### src/design/sbcc_pkg.sv
// Shared types, widths and codes for the segment/box clearance checker.
package sbcc_pkg;

  localparam int COORD_W     = 24;
  localparam int AXIS_W      = 16;
  localparam int INSET_W     = 16;
  localparam int MODE_W      = 2;
  localparam int COUNT_OUT_W = 6;
  localparam int FRAC_BITS   = 14;

  localparam int DIFF_W  = COORD_W + 1;         // point minus centre
  localparam int PROD_W  = DIFF_W + AXIS_W;     // one projection term
  localparam int SUM_W   = PROD_W + 1;          // two terms summed
  localparam int LOC_W   = SUM_W - FRAC_BITS;   // local coordinate after floor shift
  localparam int HALF_W  = COORD_W + 1;         // half extent minus inset
  localparam int EDGE_W  = LOC_W + 1;           // slab numerators and denominators
  localparam int CROSS_W = 2 * EDGE_W;

  localparam int DEF_MAX_BOXES = 32;
  localparam logic [INSET_W-1:0] INSET_RESET = 16'd8;

  typedef enum logic [1:0] {
    MODE_CLEAR   = 2'd0,
    MODE_APPEND  = 2'd1,
    MODE_SEGMENT = 2'd2,
    MODE_POINT   = 2'd3
  } mode_t;

  typedef enum logic [1:0] {
    ST_IDLE,
    ST_WALK,
    ST_DRAIN
  } state_t;

  typedef struct packed {
    logic signed [COORD_W-1:0] cx;
    logic signed [COORD_W-1:0] cy;
    logic signed [COORD_W-1:0] hx;
    logic signed [COORD_W-1:0] hy;
    logic signed [AXIS_W-1:0]  ax_x;
    logic signed [AXIS_W-1:0]  ax_y;
    logic signed [AXIS_W-1:0]  ay_x;
    logic signed [AXIS_W-1:0]  ay_y;
  } box_t;

  localparam int BOX_W = $bits(box_t);

  typedef struct packed {
    logic capture;  // load test operands, arm the clear flag
    logic issue;    // a table read was issued this cycle
  } dp_cmd_t;

  typedef struct packed {
    logic pending;  // boxes still in the pipeline
    logic clear;    // no hit seen so far
  } dp_stat_t;

endpackage

### src/design/sbcc_ctrl.sv
// Controller: box count, table walk sequencing and result registers.
module sbcc_ctrl #(
  parameter int MAX_BOXES = sbcc_pkg::DEF_MAX_BOXES,
  localparam int CW = $clog2(MAX_BOXES + 1),
  localparam int AW = (MAX_BOXES > 1) ? $clog2(MAX_BOXES) : 1
) (
  input  logic                               clk,
  input  logic                               rst,
  input  logic                               start,
  input  logic [sbcc_pkg::MODE_W-1:0]        mode,
  output logic                               busy,
  output logic                               done,
  output logic                               is_clear,
  output logic                               status,
  output logic [sbcc_pkg::COUNT_OUT_W-1:0]   box_count,
  output logic                               ram_we,
  output logic [AW-1:0]                      ram_waddr,
  output logic [AW-1:0]                      ram_raddr,
  output sbcc_pkg::dp_cmd_t                  cmd,
  input  sbcc_pkg::dp_stat_t                 stat
);

  sbcc_pkg::state_t state, state_next;
  sbcc_pkg::mode_t  mode_c;
  logic [CW-1:0]    count;
  logic [CW-1:0]    idx;
  logic             clear_flag;
  logic             drop_flag;
  logic             accept;
  logic             is_test;
  logic             full;
  logic             last_issue;

  assign mode_c     = sbcc_pkg::mode_t'(mode);
  assign accept     = start && (state == sbcc_pkg::ST_IDLE);
  assign is_test    = (mode_c == sbcc_pkg::MODE_SEGMENT) || (mode_c == sbcc_pkg::MODE_POINT);
  assign full       = (count == CW'(MAX_BOXES));
  assign last_issue = (idx == count - CW'(1));

  always_comb begin
    state_next = state;
    case (state)
      sbcc_pkg::ST_IDLE: begin
        if (accept && is_test && (count != '0)) begin
          state_next = sbcc_pkg::ST_WALK;
        end
      end
      sbcc_pkg::ST_WALK: begin
        if (last_issue) begin
          state_next = sbcc_pkg::ST_DRAIN;
        end
      end
      sbcc_pkg::ST_DRAIN: begin
        if (!stat.pending) begin
          state_next = sbcc_pkg::ST_IDLE;
        end
      end
      default: state_next = sbcc_pkg::ST_IDLE;
    endcase
  end

  always_comb begin
    busy        = (state != sbcc_pkg::ST_IDLE);
    cmd.capture = accept && is_test;
    cmd.issue   = (state == sbcc_pkg::ST_WALK);
    ram_we      = accept && (mode_c == sbcc_pkg::MODE_APPEND) && !full;
    ram_waddr   = count[AW-1:0];
    ram_raddr   = idx[AW-1:0];
  end

  always_ff @(posedge clk) begin
    if (rst) begin
      state      <= sbcc_pkg::ST_IDLE;
      count      <= '0;
      idx        <= '0;
      done       <= 1'b0;
      clear_flag <= 1'b0;
      drop_flag  <= 1'b0;
    end else begin
      state <= state_next;
      done  <= 1'b0;
      if (accept) begin
        idx <= '0;
        case (mode_c)
          sbcc_pkg::MODE_CLEAR: begin
            count      <= '0;
            done       <= 1'b1;
            clear_flag <= 1'b0;
            drop_flag  <= 1'b0;
          end
          sbcc_pkg::MODE_APPEND: begin
            if (!full) begin
              count <= count + CW'(1);
            end
            done       <= 1'b1;
            clear_flag <= 1'b0;
            drop_flag  <= full;
          end
          default: begin
            // empty table: clear without a walk
            if (count == '0) begin
              done       <= 1'b1;
              clear_flag <= 1'b1;
              drop_flag  <= 1'b0;
            end
          end
        endcase
      end
      if (state == sbcc_pkg::ST_WALK) begin
        idx <= idx + CW'(1);
      end
      if ((state == sbcc_pkg::ST_DRAIN) && !stat.pending) begin
        done       <= 1'b1;
        clear_flag <= stat.clear;
        drop_flag  <= 1'b0;
      end
    end
  end

  assign is_clear  = clear_flag;
  assign status    = drop_flag;
  assign box_count = sbcc_pkg::COUNT_OUT_W'(count);

endmodule

### config.mk
export PLATFORM = sky130hd
export DESIGN_NAME = sbcc_ctrl
export DESIGN_NICKNAME = d
export VERILOG_FILES = /design/src/design/sbcc_pkg.sv /design/src/design/sbcc_ctrl.sv
export SDC_FILE = /design/constraint.sdc
export NUM_CORES = 1
export LEC_CHECK = 0
export ABC_AREA = 0
export BUFFER_PORTS_ARGS = -buffer_cell sky130_fd_sc_hd__buf_2
export CAP_MARGIN = 20
export CORE_MARGIN = 3
export CORE_UTILIZATION = 36
export CTS_CLUSTER_DIAMETER = 80
export DETAILED_ROUTE_END_ITERATION = 8
export GPL_TIMING_DRIVEN = 0
export PLACE_DENSITY = 0.68
export SETUP_SLACK_MARGIN = 0.2
export SYNTH_ARGS = -nofsm -noshare
export SYNTH_HDL_FRONTEND = slang
export SYNTH_SLANG_ARGS = --single-unit
### constraint.sdc
create_clock -name clk -period 3.1 [get_ports clk]
set_clock_uncertainty 0.1 [all_clocks]
set_input_delay 0.465 -clock clk [delete_from_list [all_inputs] [get_ports clk]]
set_output_delay 0.465 -clock clk [all_outputs]
set_load 0.05 [all_outputs]
==> impl_metrics.py <==
metrics = {
    "outcome": {
        "outcome": "completed",
    },
    "power": {
        "report.power.total_uw": 419,
        "powerDensity_mw_per_mm2": 310,
        "p_leak_uw": 0.000624,
        "ir_worst_vdd_mv": 0.135,
    },
    "sta": {
        "finalSetupViolations": 0,
        "hold_slack_ns": 0.309,
        "fin_tns_setup_ns": 0,
        "min_period_over_period": 0.838,
        "tightest_slew_ns": 0.629,
        "rsz0062_at_grt": "false",
        "max_freq_mhz": 385,
        "worst_slack_ns": 0.502,
        "final_max_slew_viol_count": 0,
        "min_period_ns": 2.60,
        "relSlewSlack": 0.575,
        "hold_viol": 0,
    },
    "finish": {
        "nets": 175,
        "fill_cells": 296,
        "layout-drive-gt1-share": 0.360,
        "multiInputGateArea_sq_um": 643,
        "num_antenna_cells": 0,
        "area_growth_pct": 19.8,
        "regArea_sq_um": 340,
    },
    "grt": {
        "antenna_found_initial": 0,
        "grt_pass1_vias": 917,
        "grt_usage": 0.139,
        "grt_max_degree": 11,
        "grt_pass1_wl_um": 4000,
        "grt-ovfl-total": 0,
    },
    "synthesis": {
        "netlist_area_sq_mm": 0.00113,
        "syn_inst": 131,
        "syn_avg_cell_area_sq_um": 8.62,
        "mappedNetlistNets": 141,
        "synth_warnings": 0,
        "seq_area_frac_synth": 0.302,
        "synth_top_area_share": 0.302,
        "synth_seq_cells": 17,
        "synth_top_flop_cell": "dfxtp_1",
        "synthTopCellsByCount": "dfxtp_1, nor2_1, buf_4",
        "synth_top_area_cell": "dfxtp_1",
        "synth-async-reset-ratio": 0,
        "synth.top_cells.by_area": "dfxtp_1, buf_4, xnor2_1",
        "yosysUniqueCellTypes": 42,
        "yosysMostFrequentCell": "dfxtp_1",
        "synth_edf_count": 0,
    },
    "routing": {
        "firstDrtPassIters": 4,
        "vias_per_cell": 4.94,
        "vias": 1017,
        "wire_per_inst_um": 12.1,
        "drc": 0,
        "dr.first_iter.drc_count": 44,
        "antenna_left": 0,
        "drt-total-wl_um": 2490,
    },
    "clock_tree": {
        "cts-buffers-inserted": 3,
        "htree_num_levels": 1,
        "clockRootBuffer": "clkbuf_4",
        "cts_tree": "yes",
        "postCtsSetupBuffers": 0,
        "postCtsHoldBufs": 0,
        "cts_buffer_depth": 2,
        "cts.repair.resized": 0,
        "clkSinkCount": 17,
        "clk_pin_slew_ns": 0.10,
        "insertion_delay_ns": 0.29,
    },
    "min_path": {
        "hp-class": "in -> reg",
    },
    "place": {
        "dpl_worst_slack_ns": 0.763,
        "gp_congestion": 0.809,
        "port_buffers": 29,
        "hpwlAfterDp_um": 1920,
    },
    "worst_setup_path": {
        "ff2ff_setup_slack_ns": 1.08,
        "critPathCaptureType": "primary output",
        "worstSetupStartpointType": "flip-flop",
        "path_class": "reg -> out",
        "cp.required_ns": 2.53,
        "arrival_ns": 2.03,
        "cp_max_fo": 8,
    },
    "floorplanning": {
        "core_area_sq_mm": 0.00288,
        "die_h_um": 62.0,
        "design.die.area_sq_mm": 0.00384,
        "fp-row-count": 19,
        "start_util": 0.392,
        "pin_count": 30,
        "dieWidth_um": 62.0,
    },
    "flow_run": {
        "max_cap_viol_count": 0,
    },
}
[sequential cells by signal, summed over array words and instances, names as in the netlist]
register,cells
done,1
idx,6
is_clear,1
status,1
state,2
box_count,6
[final timing paths]
kind	endpoint	start	cells past startpoint
worst min-delay path	status	rst	2
worst min register to register	is_clear	is_clear	2
worst max-delay path	ram_we	box_count[0]	5
worst max register to register	state[1]	box_count[0]	6
[routing by layer]
metal,up-vias,share of wire,wire [um],GRT usage
li1,518,-,-,-
met1,471,0.48,1200,0.187
met2,24,0.47,1170,0.223
met3,4,0.030,74,0.0124
met4,0,0.017,42,0.0636
met5,-,0,0,0
[per-stage QoR]
step | std cells | area, sq um | util
global placement | 202 | 1330 | 0.461
finish | 206 | 1350 | 0.470
global route | 206 | 1350 | 0.470
detailed placement | 202 | 1330 | 0.461
floorplan | 131 | 1130 | -
CTS | 206 | 1350 | 0.470
[where the power goes]
part	switching (uW)	total, uW	internal [uW]
sequential	3.09	225	222
combinational	48.6	73.0	24.4
clock	71.3	121	50.1
[worst max-delay path, stage by stage (launching register included)]
cell      delay [ns]
dfxtp_1         0.50
inv_1           0.12
ha_1            0.26
nor4b_1         0.19
a211oi_2        0.35
buf_2           0.33
[logic make-up after synthesis]
| kind of cell | share of synthesized area |
|---|---|
| xor+xnor | 0.105 |
| buf+inv | 0.129 |
| mux | 0.0200 |
| compound gates | 0.147 |
| simple gates | 0.264 |
| fa+ha+maj | 0.0333 |
| flops | 0.302 |
[cells in the final DEF, fill, tap and decap left out, drive strengths merged, types with 3 or more instances in the layout]
master / n
nor2: 15
nand3: 5
nand2: 5
a22oi: 3
buf: 44
xor2: 4
inv: 6
a21oi: 6
clkbuf: 6
o21ai: 3
dfxtp: 17
nor3b: 3
xnor2: 7
ha: 3
nand4: 4
nor3: 6
[layout make-up]
cell class                      instances  area share
Buffer                                 17      0.0907
Clock buffer                            4      0.0194
Inverter                                6      0.0167
Multi-Input combinational cell         91       0.475
Sequential cell                        17       0.252
Tap cell                               42      0.0389
Timing Repair Buffer                   29       0.107
(Power assumes the default switching activity.)
