## src/design/sbcc_ram.sv

```systemverilog
// Generic single write port RAM with registered read.
module sbcc_ram #(
  parameter int WIDTH = 8,
  parameter int DEPTH = 32,
  localparam int ADDR_W = (DEPTH > 1) ? $clog2(DEPTH) : 1
) (
  input  logic              clk,
  input  logic              we,
  input  logic [ADDR_W-1:0] waddr,
  input  logic [WIDTH-1:0]  wdata,
  input  logic [ADDR_W-1:0] raddr,
  output logic [WIDTH-1:0]  rdata
);

  logic [WIDTH-1:0] mem [DEPTH];

  always_ff @(posedge clk) begin
    if (we) begin
      mem[waddr] <= wdata;
    end
    rdata <= mem[raddr];
  end

endmodule

```

## config.mk

```make
export PLATFORM = sky130hd
export DESIGN_NAME = sbcc_ram
export DESIGN_NICKNAME = d
export VERILOG_FILES = /design/src/design/sbcc_ram.sv
export SDC_FILE = /design/constraint.sdc
export NUM_CORES = 1
export LEC_CHECK = 0
export ABC_AREA = 1
export BUFFER_PORTS_ARGS = -buffer_cell sky130_fd_sc_hd__buf_2
export CAP_MARGIN = 0
export CORE_ASPECT_RATIO = 0.5
export CORE_MARGIN = 2
export CORE_UTILIZATION = 55
export DETAILED_ROUTE_END_ITERATION = 12
export GPL_TIMING_DRIVEN = 0
export HOLD_SLACK_MARGIN = 0.03
export PLACE_DENSITY = 0.7
export SYNTH_ARGS = -nofsm -noshare
export SYNTH_HDL_FRONTEND = slang
export SYNTH_SLANG_ARGS = --single-unit
```

## constraint.sdc

```tcl
create_clock -name clk -period 4.4 [get_ports clk]
set_clock_uncertainty 0.05 [all_clocks]
set_input_delay 1.32 -clock clk [delete_from_list [all_inputs] [get_ports clk]]
set_output_delay 1.32 -clock clk [all_outputs]
set_load 0.05 [all_outputs]
```

==> impl_metrics.json, run 1 <==
{
  "status": "finished clean",
  "arrival_ns": 3.03,
  "synth_area_leaders": "edfxtp_1 71%, nand2_1 13%, nand3_1 9.5%",
  "period_needed_ns": 2.69,
  "dr.pass1.iters": 5,
  "syn_area_um2": 10800,
  "fin_nets": 992,
  "wl_met1_um": 11200,
  "numCtsBuffers": 24,
  "cts_sinks": 264,
  "synth_top_area_share_pct": 71.3,
  "clock_latency_ns": 0.52,
  "ir_drop_mv": 0.274,
  "syn_inst": 922,
  "grt_use_total_pct": 26.3,
  "dpl_cell_area_um2": 11200,
  "antenna_found_initial": 1,
  "design_area_um2": 11900,
  "dr_total_vias": 7186,
  "areaGrowthSynthToFinish_pct": 10.8,
  "rrSetupSlack_ns": 3.13,
  "min_path_type": "flip-flop to flip-flop",
  "crit_path_max_fanout": 10,
  "wl_per_cell_um": 21.2,
  "grt_pass1_vias": 6918,
  "avgSynthCellArea_um2": 11.7,
  "core-area_um2": 19300,
  "finalSetupViolCount": 0,
  "root_buffer": "clkbuf_16",
  "crit_type": "input pin to flip-flop",
  "met3WireLength_um": 2440,
  "worstRegToRegCells": 8,
  "relSlewSlack_pct": 41.1,
  "io_buffers": 24,
  "worstPathRequired_ns": 4.74,
  "die_area_um2": 20800,
  "grt_pass1_wl_um": 39600,
  "cap_violations": 0,
  "fp.dieH_um": 103,
  "dpl.hpwl_um": 17300,
  "ios": 28,
  "h-tree-depth": 1,
  "drt-vias-per-instance": 5.73,
  "power_density_nw_per_um2": 429,
  "synth_nets": 942,
  "clk_pin_slew_ns": 0.06,
  "num_rows": 36,
  "wl_met2_um": 12300,
  "worstMarginPinSlew_ns": 0.880,
  "finalHoldViolCount": 0,
  "yosysTopAreaCell": "edfxtp_1",
  "power_leakage_uw": 0.00445,
  "timing.fmax_ghz": 0.372,
  "cts_tree": "yes",
  "place.gp.congestion": 0.956,
  "grt-ovfl-total": 0,
  "layout_common_cells": "360 x nand2_1, 256 x edfxtp_1, 204 x nand3_1",
  "fin_crit_sh_pct": 61.1,
  "die_w_um": 202,
  "ctsResizeCount": 0,
  "ys_ff_latch": 264,
  "rsz0062_at_grt": "no",
  "clockBufferDepth": 3,
  "holdBufCountCts": 0,
  "min_path_cells": 8,
  "drc": 0,
  "crit_path_start_kind": "input pin",
  "drive_gt1_share_pct": 10.0,
  "initial_core_util_pct": 55.8,
  "ant_nets": 0,
  "drt_iter0_drc": 763,
  "ys.warnings.count": 0,
  "cp-end-kind": "flip-flop",
  "slew_viol_final": 0,
  "routed_wirelength_um": 26700,
  "grt_max_degree": 33,
  "seq_area_frac_synth_pct": 72.8,
  "mostFrequentLayoutCell": "nand2_1",
  "ys_types": 12,
  "tns_ns": 0,
  "top_layer": "met4",
  "post-cts-setup-buffers": 0
}
==> layer usage <==
layer / GRT usage (%) / vias to the layer above
met3: 5.66 / 60
met1: 35.6 / 3491
met5: 0 / -
met2: 43.6 / 330
li1: - / 3305
met4: 8.26 / 0
==> synthesized netlist by cell type <==
| cell type | n |
|---|---|
| nand2_1 | 360 |
| edfxtp_1 | 256 |
| nand3_1 | 204 |
| nor2_1 | 32 |
| buf_6 | 24 |
| buf_2 | 15 |
| dfxtp_1 | 8 |
| inv_1 | 8 |
| clkbuf_1 | 7 |
| buf_4 | 4 |
| buf_1 | 2 |
| inv_2 | 2 |
==> through the flow <==
step | power [µW] | hold slack, ns | worst slack (ns) | instances | utilization, %
2_1_floorplan | 3090 | 0.638 | 2.00 | 922 | -
3_3_place_gp | 3240 | 0.750 | 1.27 | 1212 | 58.2
3_5_place_dp | 3240 | 0.752 | 1.25 | 1212 | 58.2
4_1_cts | 5120 | 0.784 | 1.79 | 1254 | 61.8
5_1_grt | 5270 | 0.845 | 1.60 | 1255 | 61.8
6_report | 5120 | 0.785 | 1.71 | 1255 | 61.8
==> worst max-delay path: stages <==
cell     delay, ns
buf_2         0.11
inv_2         0.25
buf_1         0.62
nand3_1       0.22
nand3_1       0.13
nand2_1       0.08
nand2_1       0.06
nand2_1       0.08
nand2_1       0.07
nand2_1       0.09
==> path summary, 6_finish.rpt <==
path | startpoint | end
setup / recovery | raddr[1] | rdata[0]$_DFF_P_
hold / removal | mem[22][7]$_DFFE_PP_ | rdata[7]$_DFF_P_
setup reg to reg | mem[25][1]$_DFFE_PP_ | rdata[1]$_DFF_P_
hold reg to reg | mem[22][7]$_DFFE_PP_ | rdata[7]$_DFF_P_
==> cell type report <==
cell class,count,area (µm²)
sequential,264,7850
fill,1506,7380
multi-input combinational,596,2490
clock buffer,33,666
buffer,52,409
tap,266,333
timing repair buffer,24,120
clock inverter,9,38.8
inverter,10,37.5
antenna,1,2.50
==> state kept, by name, indices dropped and copies added (netlist names) <==
| signal | flops |
|---|---|
| rdata | 8 |
| mem | 256 |
==> cells by family (layout without fill, tap and decap cells) <==
kind of cell  count (synthesis)  after routing  synth area share, %
buf+inv                      62            128                 4.14
flops                       264            264                 72.8
simple gates                596            596                 23.1
other cells                   0              1                    0
==> power by group <==
group	internal [µW]	leakage (µW)	total, µW	switching (µW)
Combinational	103	0.00173	396	293
Sequential	2790	0.00237	2800	8.46
Clock	1050	0.000347	1920	872
Total	3950	0.00445	5120	1170
(Power assumes the default switching activity.)
==> inputs of run 2 (changes only) <==
Settings changed: PLACE_DENSITY 0.7 to 0.72.
Clock period 4.4 ns to 2.3 ns, I/O delays scaled along.
==> run 2 against run 1 <==
  * Sequential cell count unchanged
  * Routed wire length grew 0.91%
  * Total power increased by 90%
  * Hold slack worse by 0.25 ns
  * Critical endpoint is now rdata[2]$_DFF_P_
  * Clock power is 87% higher
  * Highest routed layer unchanged
  * Critical path depth stayed put
  * Die area unchanged
  * First-iteration DRC count up 21%
  * Global-route usage rose by 0.50 points
  * Cell count is the same
  * Cell area is 0.16% lower
==> impl_metrics.json, run 2 (synthesized netlist as in run 1, its figures left out) <==
{
  "total_power_uw": 9720,
  "status": "finished clean",
  "cap_violations": 0,
  "post-cts-setup-buffers": 0,
  "initial_core_util_pct": 55.8,
  "power_density_nw_per_um2": 815,
  "ios": 28,
  "worstPathRequired_ns": 2.65,
  "critPathBufInv": 3,
  "timing.fmax_ghz": 0.486,
  "grt-ovfl-total": 0,
  "min_path_type": "input pin to flip-flop",
  "reg2reg_to": "rdata[2]$_DFF_P_",
  "crit_path_start_kind": "input pin",
  "hold_start": "raddr[4]",
  "slowest_stage": "buf_1",
  "cp_common_cell": "nand2_1",
  "ant_nets": 0,
  "dpl.hpwl_um": 17700,
  "die_area_um2": 20800,
  "layout_common_cells": "360 x nand2_1, 256 x edfxtp_1, 204 x nand3_1",
  "final_util_pct": 61.7,
  "mostFrequentLayoutCell": "nand2_1",
  "wl_per_cell_um": 21.4,
  "grt_pass1_wl_um": 40600,
  "h-tree-depth": 1,
  "rrSetupSlack_ns": 1.05,
  "antenna_found_initial": 1,
  "dr_total_vias": 7214,
  "drt_iter0_drc": 924,
  "drive_gt1_share_pct": 9.92,
  "grt_use_total_pct": 26.8,
  "dr.pass1.iters": 5,
  "clk_pin_slew_ns": 0.06,
  "min_to": "rdata[3]$_DFF_P_",
  "pre_cts_ws_ns": -0.175,
  "dpl_cell_area_um2": 11200,
  "ctsResizeCount": 0,
  "fp.dieH_um": 103,
  "rsz0062_at_grt": "no",
  "largest_register_ff_count": 256,
  "power_leakage_uw": 0.00443,
  "die_w_um": 202,
  "num_rows": 36,
  "period_needed_ns": 2.06,
  "numCtsBuffers": 23,
  "root_buffer": "clkbuf_16",
  "stdcell_count": 1255,
  "cp-end-kind": "flip-flop",
  "largest-register": "mem",
  "grt_max_degree": 33,
  "finalSetupViolCount": 0,
  "crit_type": "input pin to flip-flop",
  "drt-vias-per-instance": 5.75,
  "cts_tree": "yes",
  "design_area_um2": 11900,
  "fin_nets": 991,
  "fillers": 1465,
  "cts_sinks": 264,
  "placed_cells_incl_taps": 1212,
  "worstRegToRegCells": 8,
  "min_path_cells": 3,
  "fin_ws_ns": 0.244,
  "reg2reg_from": "mem[27][2]$_DFFE_PP_",
  "relSlewSlack_pct": 37.3,
  "holdBufCountCts": 0,
  "reg.largest.list": "mem (256), rdata (8)",
  "place.gp.congestion": 0.977,
  "grt_pass1_vias": 7018,
  "core-area_um2": 19300,
  "routed_wirelength_um": 26900,
  "clockBufferDepth": 3,
  "fin_crit_sh_pct": 89.4,
  "crit_path_max_fanout": 10,
  "path_cells": "buf_2 -> inv_2 -> buf_1 -> nand3_1 -> nand3_1 -> nand2_1 -> nand2_1 -> nand2_1 -> nand2_1 -> nand2_1",
  "areaGrowthSynthToFinish_pct": 10.6,
  "cpLargestDelayFamily": "buffers and inverters",
  "arrival_ns": 2.40,
  "slew_viol_final": 0,
  "finalHoldViolCount": 0,
  "max_stage_delay_ns": 0.64,
  "worstMarginPinSlew_ns": 0.937,
  "io_buffers": 24,
  "clock_latency_ns": 0.52,
  "ir_drop_mv": 0.681,
  "drc": 0
}
run 2: changes by cell type in the layout (fill, tap and decap cells not counted), sizes merged:
cell / before / now
bufinv: 0 / 1
clkbuf: 40 / 38
clkinv: 9 / 8
clkinvlp: 0 / 1
inv: 10 / 11
run 2: worst max-delay path by stage:
stage	start	end	slack, ns	depth (start not counted)
3_3_place_gp	raddr[1]	rdata[1]$_DFF_P_	-0.18	10
5_1_grt	raddr[1]	rdata[1]$_DFF_P_	0.17	10
2_1_floorplan	waddr[0]	mem[0][0]$_DFFE_PP_	0.53	3
4_1_cts	raddr[1]	rdata[3]$_DFF_P_	0.35	10
3_5_place_dp	waddr[0]	mem[6][1]$_DFFE_PP_	-0.18	4
6_report	raddr[1]	rdata[2]$_DFF_P_	0.24	10
run 2: tightest hold or removal path, delay by kind of cell:
kind	cells	cell delay [ns]
buffers and inverters	1	0.18
AND/OR/NAND/NOR	2	0.17
run 2: area by class of cell:
cell class	count	area, µm²	share of cell area (%)
sequential	264	7850	65.8
multi-input combinational	596	2490	20.9
clock buffer	31	606	5.08
buffer	52	409	3.43
tap	266	333	2.79
timing repair buffer	24	120	1.01
clock inverter	11	80.1	0.671
inverter	10	37.5	0.315
antenna	1	2.50	0.0210
run 2: report_power, final:
| part | switching, µW | internal [µW] |
|---|---|---|
| clock | 1640 | 1970 |
| combinational | 561 | 197 |
| sequential | 16.5 | 5340 |
run 2: layer usage:
layer | wire [µm] | vias to the layer above | global-route usage, %
met5 | 0 | - | 0
met4 | 701 | 0 | 8.26
met3 | 2960 | 53 | 7.05
met2 | 12400 | 366 | 43.8
met1 | 10800 | 3493 | 36.0
li1 | - | 3302 | -
run 2: stage by stage:
step	hold slack, ns	TNS (ns)
4_1_cts	0.518	0
3_5_place_dp	0.740	-20.13
2_1_floorplan	0.638	0
6_report	0.535	0
3_3_place_gp	0.750	-11.15
5_1_grt	0.580	0
